===== src/sv/hbt_pkg.sv =====
`timescale 1ns / 1ps

package hbt_pkg;

    localparam int NODE_W    = 16;
    localparam int AGE_W     = 32;
    localparam int MAX_AGE_W = 32;
    localparam int REG_IDX_W = 1;
    localparam int OP_W      = 2;

    localparam logic [MAX_AGE_W-1:0] MAX_AGE_RESET = 32'd1000;

    localparam logic [OP_W-1:0] OP_HEARTBEAT = 2'd0;
    localparam logic [OP_W-1:0] OP_TICK      = 2'd1;
    localparam logic [OP_W-1:0] OP_CHECK     = 2'd2;
    localparam logic [OP_W-1:0] OP_INIT      = 2'd3;

    localparam logic [REG_IDX_W-1:0] REG_MAX_AGE   = 1'd0;
    localparam logic [REG_IDX_W-1:0] REG_CATCH_ALL = 1'd1;

    localparam logic KIND_FAILED = 1'b0;
    localparam logic KIND_NONE   = 1'b1;

    typedef struct packed {
        logic              valid;
        logic              seen;
        logic [NODE_W-1:0] node;
    } entry_tag_t;

    typedef struct packed {
        logic rotate;
        logic heartbeat;
        logic append;
        logic init;
        logic preset;
    } cell_ctl_t;

endpackage


===== src/sv/hbt_cell.sv =====
`timescale 1ns / 1ps

module hbt_cell #(
    parameter int CELL_INDEX = 0,
    parameter bit PRESET_EN  = 1'b0,
    parameter int TIME_BITS  = 32,
    parameter int CNT_BITS   = 7
) (
    input  logic                       clk,
    input  logic                       rst_n,
    input  hbt_pkg::cell_ctl_t         ctl,
    input  logic [CNT_BITS-1:0]        append_idx,
    input  logic [hbt_pkg::NODE_W-1:0] hb_node,
    input  logic [TIME_BITS-1:0]       now_time,
    input  hbt_pkg::entry_tag_t        nbr_tag,
    input  logic [TIME_BITS-1:0]       nbr_time,
    output hbt_pkg::entry_tag_t        tag,
    output logic [TIME_BITS-1:0]       time_val,
    output logic                       match
);
    import hbt_pkg::*;

    logic                 valid_reg, valid_next;
    logic                 seen_reg, seen_next;
    logic [NODE_W-1:0]    node_reg, node_next;
    logic [TIME_BITS-1:0] time_reg, time_next;
    logic                 append_here;

    assign match       = valid_reg && (node_reg == hb_node);
    assign append_here = ctl.append && (append_idx == CNT_BITS'(CELL_INDEX));

    always_comb
    begin
        valid_next = valid_reg;
        seen_next  = seen_reg;
        node_next  = node_reg;
        time_next  = time_reg;
        if (ctl.init)
        begin
            valid_next = PRESET_EN && ctl.preset;
            seen_next  = 1'b0;
            node_next  = NODE_W'(CELL_INDEX);
            time_next  = '0;
        end
        else if (ctl.rotate)
        begin
            valid_next = nbr_tag.valid;
            seen_next  = nbr_tag.seen;
            node_next  = nbr_tag.node;
            time_next  = nbr_time;
        end
        else if (ctl.heartbeat && match)
        begin
            seen_next = 1'b1;
            time_next = now_time;
        end
        else if (append_here)
        begin
            valid_next = 1'b1;
            seen_next  = 1'b1;
            node_next  = hb_node;
            time_next  = now_time;
        end
    end

    always_ff @(posedge clk or negedge rst_n)
    begin
        if (!rst_n)
        begin
            valid_reg <= 1'b0;
            seen_reg  <= 1'b0;
        end
        else
        begin
            valid_reg <= valid_next;
            seen_reg  <= seen_next;
        end
    end

    always_ff @(posedge clk)
    begin
        node_reg <= node_next;
        time_reg <= time_next;
    end

    assign tag.valid = valid_reg;
    assign tag.seen  = seen_reg;
    assign tag.node  = node_reg;
    assign time_val  = time_reg;

endmodule


===== config.mk =====
export PLATFORM = sky130hd
export DESIGN_NAME = hbt_cell
export DESIGN_NICKNAME = d
export VERILOG_FILES = /design/src/sv/hbt_pkg.sv /design/src/sv/hbt_cell.sv
export SDC_FILE = /design/constraint.sdc
export NUM_CORES = 1
export LEC_CHECK = 0
export BUFFER_PORTS_ARGS = -buffer_cell sky130_fd_sc_hd__buf_2
export CAP_MARGIN = 25
export CORE_MARGIN = 5
export CORE_UTILIZATION = 39
export DETAILED_ROUTE_END_ITERATION = 10
export MAX_ROUTING_LAYER = met4
export PLACE_DENSITY = 0.71
export SLEW_MARGIN = 15
export SYNTH_ARGS = -nofsm -noshare
export SYNTH_HDL_FRONTEND = slang
export SYNTH_SLANG_ARGS = --single-unit

===== constraint.sdc =====
create_clock -name clk -period 3.3 [get_ports clk]
set_input_delay 0.66 -clock clk [delete_from_list [all_inputs] [get_ports clk]]
set_output_delay 0.66 -clock clk [all_outputs]
set_load 0.02 [all_outputs]

==> out/metrics.yaml, run 1 <==
cts:
  insertion_delay_ps: 290
  cts_tree: "yes"
  cts-root-buf: "clkbuf_8"
  cts_buffers: 5
  cts_max_path_buffers: 2
  post_cts_buffers: 0
  cts_sinks: 50
  cts-htree-levels: 2
  cts.reportedPaths.clkPinSlew_ps: 90
  ctsHoldBuffers: 0
  cts_resized: 0
critical_path:
  cp.arrival_ps: 2120
  cp-end-kind: "primary output"
  cp_num_buf_inv: 2
  crit_path_frequent_cell: "buf_2"
  max_stage_delay_ps: 580
  critPathLaunchType: "input port"
  cp_top_family: "simple AND/OR/NAND/NOR gates"
  worst-setup-path-type: "in -> out"
  cpMaxStageDelayCell: "or4_4"
  cp.required_ps: 2640
  path_cells: "buf_2 -> xnor2_1 -> o221ai_1 -> or4_4 -> nor4_1 -> buf_2"
  cp_max_fo: 4
power:
  total_leakage_power_uw: 0.001678
  total_power_uw: 1346
  p_sw_share_pct: 30.18
  pwr-share-clk_pct: 26.2
  p_comb_share_pct: 24.1
  power_density_nw_per_um2: 388.9
  internal_power_uw: 939.4
  ir_drop_v: 0.0001773
  p_seq_share_pct: 49.7
  p_sw_uw: 406.1
synthesis:
  syn_inst: 280
  async_reset_ff_share_pct: 4.000
  yosysWarnings: 0
  synth_top_flop_cell: "dfxtp_1"
  ys_types: 34
  synth-seq-cells: 50
  ys_seq_area_share_pct: 39.49
  synth_edf_count: 0
  synth_area_sq_um: 2560
  syn_avg_cell_area_sq_um: 9.143
  syn_nets: 392
timing:
  slew_viol_final: 0
  rsz0062_at_grt: "no"
  fmax_mhz: 359.6
  tns_ps: 0
  final_hold_viol_count: 0
  fin_crit_ps: 2781
  finalSetupViolCount: 0
  fin_worst_skew_ps: 2.623
  worst_slew_pin_slew_ps: 852.5
  relSlewSlack_pct: 43.17
  finalCritPeriodShare_pct: 84.26
route:
  wirelength_um: 7048
  dr_total_vias: 2538
  drc: 0
  via_per_inst: 5.026
  wire_per_inst_um: 13.96
  first_pass_iters: 4
  postRouteAntennaNets: 0
  drtIter0Drc: 65
global_route:
  grtUsageMet1_pct: 20.26
  grt-ovfl-total: 0
  grt.met3_usage_pct: 3.554
  first_global_vias: 2557
  grtUsageTotal_pct: 17.33
  grt_max_degree: 66
  grt_busiest_layer: "met2"
  met2_usage_pct: 29.93
  grt_pass1_wl_um: 11810
  antenna_found_initial: 0
placement:
  hpwl_um: 5493
  gp_congestion: 0.8261
  io_buffers: 161
worst_hold_path:
  worstHoldPathType: "in -> async"
floorplanning:
  num_rows: 29
  start_util_pct: 40.09
  die_w_um: 91.02
  dieArea_sq_um: 8285
  die_y_um: 91.02
  core-area_sq_um: 6386
  io_pins: 163
outcome:
  outcome: "finished clean"
layout:
  syn2layout_area_growth_pct: 35.14
  antennaDiodeCount: 0
  nNetsFinal: 539
  largest_reg_flops: 32
  drive_gt1_share_pct: 46.03
job:
  max-cap-violations: 0
-- cell usage in the layout (no fill, tap or decap), drive strengths merged, types with 6 or more instances in the layout --
| cell | instances |
|---|---|
| nand3 | 17 |
| xnor2 | 10 |
| a211oi | 32 |
| clkbuf | 6 |
| dfxtp | 48 |
| nand2 | 33 |
| nor2 | 35 |
| mux2i | 32 |
| a31oi | 16 |
| inv | 8 |
| buf | 164 |
-- per-layer routing --
metal	up-vias	routed length, um
met4	0	27
met1	1168	2880
li1	1286	-
met5	-	0
met3	2	444
met2	82	3696
-- synthesized netlist by cell type (2+ instances only) --
cell	number	area [sq um]
clkbuf_1	13	48.80
nand2_1	33	123.9
a211oi_2	20	250.2
buf_2	3	15.01
nand2b_1	2	12.51
buf_4	6	45.04
a211oi_1	12	90.09
inv_1	8	30.03
nor2_1	35	131.4
nor2b_1	3	18.77
dfrtp_1	2	50.05
buf_6	2	22.52
dfxtp_1	48	960.9
xnor2_1	10	87.58
nor4_1	2	12.51
nand3_1	17	85.08
a31oi_1	16	100.1
mux2i_1	32	320.3
-- metrics by stage --
step / setup slack (ps) / instances / util [%] / hold slack, ps / cell area (sq um)
final: 519.4 / 505 / 54.17 / 131.7 / 3460
after floorplan: 439.0 / 280 / - / 364.4 / 2560
after global routing: 321.7 / 505 / 54.17 / 123.0 / 3460
after detailed placement: 505.6 / 497 / 52.82 / 453.0 / 3373
after CTS: 498.6 / 505 / 54.17 / 126.6 / 3460
after global placement: 494.7 / 497 / 52.82 / 446.4 / 3373
-- worst paths after layout --
kind,start,endpoint,slack (ps),depth (start not counted)
max,hb_node[7],match,520,6
min,rst_n,seen_reg,130,1
max reg2reg,node_reg[13],time_val[14],1150,7
min reg2reg,time_val[20],time_val[20],500,2
max in group asynchronous,rst_n,valid_reg,3070,1
min in group clk,time_val[20],time_val[20],500,2
-- area by class of cell --
type	instances	area (sq um)
repair buffers	164	840.8
well taps	77	96.34
multi-input cells	197	1391
clock inverters	2	13.76
clock buffers	6	72.57
fillers	632	2927
inverters	9	33.78
flip-flops and latches	50	1011
-- power groups by stage --
stage | sequential, uW | clock [uW] | combinational, uW
global placement | 682 | 0 | 323
detailed placement | 683 | 0 | 329
floorplan | 732 | 0 | 149
global route | 675 | 391 | 358
finish | 669 | 352 | 325
CTS | 669 | 367 | 329
-- worst register-to-register path, cell delays in order, from the launching register on --
cell and delay, ps:
dfxtp_1 350, nor2b_1 170, nor4b_2 250, or4b_4 530
o21ai_4 160, buf_12 290, nor2_1 130, a211oi_2 200
-- cells by family after synthesis --
kind of cell / Yosys count / share of synthesized area [%]
buffers and inverters: 33 / 6.451
AOI/OAI and AO/OA: 57 / 20.63
and+or+nand+nor: 98 / 17.50
muxes: 32 / 12.51
DFF: 50 / 39.49
xor gates and xnor gates: 10 / 3.421
Power figures use the tool's default switching activity.
==> inputs of run 2 (changes only) <==
--- a/config.mk
+++ b/config.mk
@@ -8,10 +8,10 @@
 export BUFFER_PORTS_ARGS = -buffer_cell sky130_fd_sc_hd__buf_2
 export CAP_MARGIN = 25
 export CORE_MARGIN = 5
-export CORE_UTILIZATION = 39
+export CORE_UTILIZATION = 38
 export DETAILED_ROUTE_END_ITERATION = 10
 export MAX_ROUTING_LAYER = met4
-export PLACE_DENSITY = 0.71
+export PLACE_DENSITY = 0.73
 export SLEW_MARGIN = 15
 export SYNTH_ARGS = -nofsm -noshare
 export SYNTH_HDL_FRONTEND = slang
==> constraint.sdc (replaced) <==
create_clock -name clk -period 2.41 [get_ports clk]
set_input_delay 0.482 -clock clk [delete_from_list [all_inputs] [get_ports clk]]
set_output_delay 0.482 -clock clk [all_outputs]
set_load 0.02 [all_outputs]
==> run 2 against run 1 <==
Compared with the run above:
- hold slack improved by 310 ps
- sequential cell count unchanged
- total power increased by 47%
- sequential share of layout area decreased by 1.2 points
- setup slack got worse by 490 ps
- cell area increased by 5.1%
- combinational power increased by 45%
- die area increased by 2.3%
- clock-buffer cell count decreased by 1
- clock power increased by 69%
- register-to-register slack got worse by 960 ps
- non-clock buffer count increased by 10
- largest power group unchanged
- highest routed layer unchanged
==> out/metrics.yaml, run 2 (synthesis results as in run 1) <==
outcome:
  outcome: "finished clean"
placement:
  place_ws_ps: -19.93  # -525.5 ps
  hpwl_um: 5669  # +3.2%
  io_buffers: 161  # unchanged
  gp_congestion: 0.7762  # -6.0%
  dp.cells: 506  # +1.8%
timing:
  rsz0062_at_grt: "yes"
  worst_slew_pin_slew_ps: 544.4  # -308.1 ps
  fin_crit_ps: 2377
  finalSetupViolCount: 0  # unchanged
  slew_viol_final: 0  # unchanged
  finalCritPeriodShare_pct: 98.64
  fmax_mhz: 420.7
  relSlewSlack_pct: 63.71  # +21 points
  fin_worst_skew_ps: 6.329  # +3.705 ps
  final_hold_viol_count: 0  # unchanged
  finalWorstSetupSlack_ps: 32.73  # -486.6 ps
  hold_ws_ps: 437.2  # +305.5 ps
power:
  ir_drop_v: 0.0003281  # +85%
  power_density_nw_per_um2: 545.0  # +40%
  total_power_uw: 1982  # +47%
  total_leakage_power_uw: 0.001759  # +4.8%
route:
  wirelength_um: 7413  # +5.2%
  postRouteAntennaNets: 0  # unchanged
  first_pass_iters: 4  # unchanged
  drtIter0Drc: 82  # +26%
  wire_per_inst_um: 14.31  # +2.5%
  drc: 0  # unchanged
  dr_total_vias: 2568  # +1.2%
  via_per_inst: 4.958  # -1.4%
cts:
  cts.reportedPaths.clkPinSlew_ps: 90  # about the same
  cts_max_path_buffers: 2  # unchanged
  cts_buffers: 5  # unchanged
  cts-htree-levels: 2  # unchanged
  cts_sinks: 50  # unchanged
  insertion_delay_ps: 300  # about the same
  cts_tree: "yes"
  cts-root-buf: "clkbuf_8"
layout:
  layout_common_cells: "buf_2, dfxtp_1, nor2_1"
  final_cells: 518  # +2.6%
  drive_gt1_share_pct: 49.09  # +3.1 points
  final_common_cell: "buf_2"
  antennaDiodeCount: 0  # unchanged
  fill_cells: 616  # -2.5%
  largest_reg_flops: 32  # unchanged
  nNetsFinal: 549  # +1.9%
  post-route-util_pct: 54.42  # +0.25 points
  syn2layout_area_growth_pct: 42.03
floorplanning:
  dieArea_sq_um: 8478  # +2.3%
  start_util_pct: 38.31  # -1.8 points
  io_pins: 163  # unchanged
  die_y_um: 92.08  # +1.2%
  core-area_sq_um: 6681  # +4.6%
  num_rows: 30  # +3.4%
  die_w_um: 92.08  # +1.2%
global_route:
  grtUsageTotal_pct: 16.95  # -0.38 points
  first_global_vias: 2460  # -3.8%
  grt-ovfl-total: 0  # unchanged
  grt_pass1_wl_um: 11580  # -2.0%
  grt_max_degree: 48  # -27%
  antenna_found_initial: 0  # unchanged
critical_path:
  worst-setup-path-type: "reg -> out"
  rr_worst_depth: 9  # +2
  worst_r2r_endpoint: "time_val[13]"
  cp.arrival_ps: 1900  # -220 ps
  cp_max_fo: 3  # -1
  cp.required_ps: 1930  # -710 ps
  critPathLaunchType: "flop"
  cp-end-kind: "primary output"
  reg2reg_setup_slack_ps: 190  # -960 ps
  r2r_start: "node_reg[9]"
worst_hold_path:
  worstHoldEndpoint: "node_reg[7]"
  min_from: "nbr_tag[7]"
  hold_depth: 3
  worstHoldPathType: "in -> reg"
job:
  max-cap-violations: 0  # unchanged
[run 2: repair_timing]
item | in CTS | in global routing
resized for setup | 8 | 2
buffers inserted | 1 | 1
setup endpoints to repair | 1 | 2
gates cloned | 0 | 1
hold buffers | 1 | 0
endpoints found under the hold margin | 2 | 0
pin swaps | 2 | 2
[run 2: worst max-delay path, cell delays in order (launching register included)]
cell,delay [ps]
dfxtp_2,350
xnor2_2,150
nand2_1,90
or4_4,550
nor4_4,280
buf_4,180
[run 2: where the power goes]
part           switching (uW)  internal (uW)  leakage [uW]  total (uW)
sequential               32.2            885      0.000426         917
combinational             257            214       0.00127         471
clock                     283            311     0.0000585         594
total                     572           1410       0.00176        1980
[run 2: worst max path at each step]
| stage | slack (ps) | cells after the start | startpoint | end |
|---|---|---|---|---|
| final | 30 | 5 | node_reg[9] | match |
| after global routing | -70 | 5 | node_reg[9] | match |
| after CTS | 4 | 5 | node_reg[9] | match |
| after global placement | 20 | 9 | hb_node[7] | time_val[19] |
| after detailed placement | -20 | 9 | hb_node[7] | time_val[13] |
| after floorplan | 110 | 4 | hb_node[7] | match |
[run 2: final cells by class]
class	count	area, sq um	share of cell area, %
inverters	9	33.78	0.9291
clock buffers	5	68.82	1.893
flip-flops and latches	50	1017	27.98
clock inverters	3	43.79	1.204
well taps	80	100.1	2.753
repair buffers	174	954.7	26.26
multi-input cells	197	1418	38.99
[run 2: layer usage]
| metal | up-vias | global-route usage [%] | share of wire (%) |
|---|---|---|---|
| met5 | - | - | 0 |
| met2 | 91 | 29.26 | 50 |
| met1 | 1153 | 20.54 | 42 |
| li1 | 1311 | - | - |
| met3 | 13 | 3.281 | 6.5 |
| met4 | 0 | 3.713 | 1.7 |
[run 2: stage by stage]
step / TNS, ps / area [sq um]
after detailed placement: -54.78 / 3441
after global placement: 0 / 3441
after global routing: -65.80 / 3636
final: 0 / 3636
after floorplan: 0 / 2566
after CTS: 0 / 3592
==> inputs of run 3 (changes only) <==
--- a/config.mk
+++ b/config.mk
@@ -5,13 +5,14 @@
 export SDC_FILE = /design/constraint.sdc
 export NUM_CORES = 1
 export LEC_CHECK = 0
+export ABC_AREA = 1
 export BUFFER_PORTS_ARGS = -buffer_cell sky130_fd_sc_hd__buf_2
 export CAP_MARGIN = 25
 export CORE_MARGIN = 5
-export CORE_UTILIZATION = 38
+export CORE_UTILIZATION = 39
 export DETAILED_ROUTE_END_ITERATION = 10
 export MAX_ROUTING_LAYER = met4
-export PLACE_DENSITY = 0.73
+export PLACE_DENSITY = 0.72
 export SLEW_MARGIN = 15
 export SYNTH_ARGS = -nofsm -noshare
 export SYNTH_HDL_FRONTEND = slang
==> run 3 against run 2 <==
Compared with the run above:
- first-iteration DRC count rose by 34%
- clock-buffer cell count did not move
- non-clock buffer count fell by 7
- sequential cell count did not move
- fmax rose by 6.6%
- utilization fell by 1.7 points
- largest power group unchanged
==> out/metrics.yaml, run 3 <==
outcome:
  outcome: "finished clean"
critical_path:
  rr_worst_depth: 8  # -1
  cpMaxStageDelayCell: "dfxtp_1"
  worst_r2r_endpoint: "valid_reg"
  critPathLaunchType: "flop"
  cp_max_fo: 3  # unchanged
  cp-end-kind: "primary output"
  r2r_start: "node_reg[12]"
  cp.arrival_ps: 1750  # -150 ps
  path_cells: "xnor2_1 -> o221ai_1 -> nor3_1 -> nand2_1 -> nor3b_1 -> buf_2"
  cp.required_ps: 1930  # about the same
  reg2reg_setup_slack_ps: 660  # +470 ps
  worst-setup-path-type: "reg -> out"
  max_stage_delay_ps: 350  # -200 ps
floorplanning:
  dieArea_sq_um: 9014  # +6.3%
  die_y_um: 94.94  # +3.1%
  num_rows: 31  # +3.3%
  io_pins: 163  # unchanged
  core-area_sq_um: 7137  # +6.8%
  start_util_pct: 39.43  # +1.1 points
  die_w_um: 94.94  # +3.1%
route:
  wire_per_inst_um: 12.13  # -15%
  postRouteAntennaNets: 0  # unchanged
  via_per_inst: 4.610  # -7.0%
  drc: 0  # unchanged
  drtIter0Drc: 110  # +34%
  wirelength_um: 8590  # +16%
  dr_total_vias: 3264  # +27%
  first_pass_iters: 4  # unchanged
synthesis:
  synth-seq-cells: 50  # unchanged
  synth_top_flop_cell: "dfxtp_1"
  async_reset_ff_share_pct: 4.000  # unchanged
  synthMostInstantiatedCell: "nand2_1"
  synth_area_leaders: "dfxtp_1, nand2_1, nor2_1, o21ai_0, nand3_1"
  ys_types: 32  # -5.9%
  synth_area_sq_um: 2814  # +9.9%
  ys_seq_area_share_pct: 35.93  # -3.6 points
  ys_top_cells_by_count: "nand2_1, nor2_1, dfxtp_1"
  syn_avg_cell_area_sq_um: 6.104  # -33%
  synth_edf_count: 0  # unchanged
  synth_top_area_cell: "dfxtp_1"
  syn_nets: 573  # +46%
  synth_top_area_share_pct: 34.15  # -3.4 points
  yosysWarnings: 0  # unchanged
  syn_inst: 461  # +65%
global_route:
  antenna_found_initial: 0  # unchanged
  grtUsageTotal_pct: 19.84  # +2.9 points
  grt-ovfl-total: 0  # unchanged
  first_global_vias: 3243  # +32%
  grt_pass1_wl_um: 14080  # +22%
  grt_max_degree: 35  # -27%
cts:
  cts_resized: 0  # -8
  cts_buffers: 5  # unchanged
  cts-root-buf: "clkbuf_8"
  cts_sinks: 50  # unchanged
  cts-htree-levels: 2  # unchanged
  insertion_delay_ps: 310  # about the same
  cts.reportedPaths.clkPinSlew_ps: 100  # about the same
  post_cts_buffers: 0  # -1
  cts_tree: "yes"
  ctsHoldBuffers: 1  # unchanged
  cts_max_path_buffers: 2  # unchanged
layout:
  final_common_cell: "nand2_1"
  fill_cells: 788  # +28%
  largest_reg_flops: 32  # unchanged
  final-seq-area_sq_um: 1011  # -0.62%
  multiInputGateArea_sq_um: 1554  # +9.6%
  syn2layout_area_growth_pct: 33.79
  nNetsFinal: 720  # +31%
  antennaDiodeCount: 0  # unchanged
  drive_gt1_share_pct: 30.21  # -19 points
  layout_common_cells: "nand2_1, buf_2, nor2_1"
placement:
  gp_congestion: 0.8922  # +15%
  hpwl_um: 6509  # +15%
  io_buffers: 161  # unchanged
timing:
  fin_worst_skew_ps: 9.445  # +3.117 ps
  relSlewSlack_pct: 44.51  # -19 points
  final_hold_viol_count: 0  # unchanged
  finalCritPeriodShare_pct: 92.57  # -6.1 points
  slew_viol_final: 0  # unchanged
  fmax_mhz: 448.3  # +6.6%
  fin_crit_ps: 2231  # -146.4 ps
  finalSetupViolCount: 0  # unchanged
  tns_ps: 0  # unchanged
  worst_slew_pin_slew_ps: 831.5  # +287.1 ps
  rsz0062_at_grt: "no"
power:
  total_leakage_power_uw: 0.002099  # +19%
  total_power_uw: 2026  # +2.2%
  ir_drop_v: 0.0002420  # -26%
  power_density_nw_per_um2: 538.1  # -1.3%
worst_hold_path:
  worstHoldPathType: "in -> async"
job:
  max-cap-violations: 0  # unchanged
[run 3: cell types whose count changed after synthesis, moves of 5 or more]
cell / change
buf_1: +5
inv_1: +14
a31oi_1: -16
a211oi_1: -12
o21ai_0: +43
nor2_1: +52
xnor2_1: -6
a21oi_1: +16
a211oi_2: -20
nand2_1: +137
mux2i_1: -32
[run 3: metal layers]
metal / up-vias / routed length, um / global-route usage (%)
li1: 1731 / - / -
met1: 1420 / 3713 / 23.98
met5: - / 0 / -
met2: 109 / 4202 / 33.94
met4: 0 / 56 / 5.649
met3: 4 / 617 / 3.347
[run 3: report_power, final]
part           internal, uW  total (uW)  switching, uW
Sequential              884         918           33.8
Combinational           196         494            298
Clock                   315         614            299
Total                  1390        2030            631
[run 3: how the worst max path moves through the flow]
stage,startpoint,end,slack [ps],depth (start not counted)
2_1_floorplan,hb_node[12],match,440,5
3_3_place_gp,hb_node[12],match,280,7
3_5_place_dp,hb_node[12],match,270,7
4_1_cts,node_reg[12],match,170,6
5_1_grt,node_reg[12],match,5,6
6_report,node_reg[12],match,180,6
[run 3: cell type report]
cell class                 count  share of cell area (%)
clock inverter                 3                   1.263
sequential                    50                   26.85
multi-input combinational    359                   41.28
clock buffer                   5                   1.828
timing repair buffer         167                   23.00
tap                           99                   3.290
inverter                      25                   2.493
[run 3: cell families (layout without fill, tap and decap cells)]
logic type / after synthesis / count (layout) / share of synthesized area (%)
simple gates: 292 / 292 / 42.24
compound gates: 62 / 62 / 11.43
buf+inv: 52 / 200 / 8.848
flops: 50 / 50 / 35.93
xor+xnor: 5 / 5 / 1.556
[run 3: per-stage QoR]
stage                     instances  hold WS, ps  cell area, sq um  utilization [%]  worst slack [ps]
final                           708        485.7              3765            52.75             179.1
after floorplan                 461        186.4              2814                -             443.3
after detailed placement        699        268.6              3638            50.98             274.4
after CTS                       708        465.9              3765            52.75             167.7
after global routing            708        486.6              3765            52.75             4.632
after global placement          699        267.0              3638            50.98             275.2
[run 3: worst max-delay path: cells and delay by family, from the launching register on]
family	cells	cell delay (ps)
and+or+nand+nor	3	430
AOI/OAI and AO/OA	1	190
DFF	1	350
xor gates and xnor gates	1	270
buffers and inverters	1	200
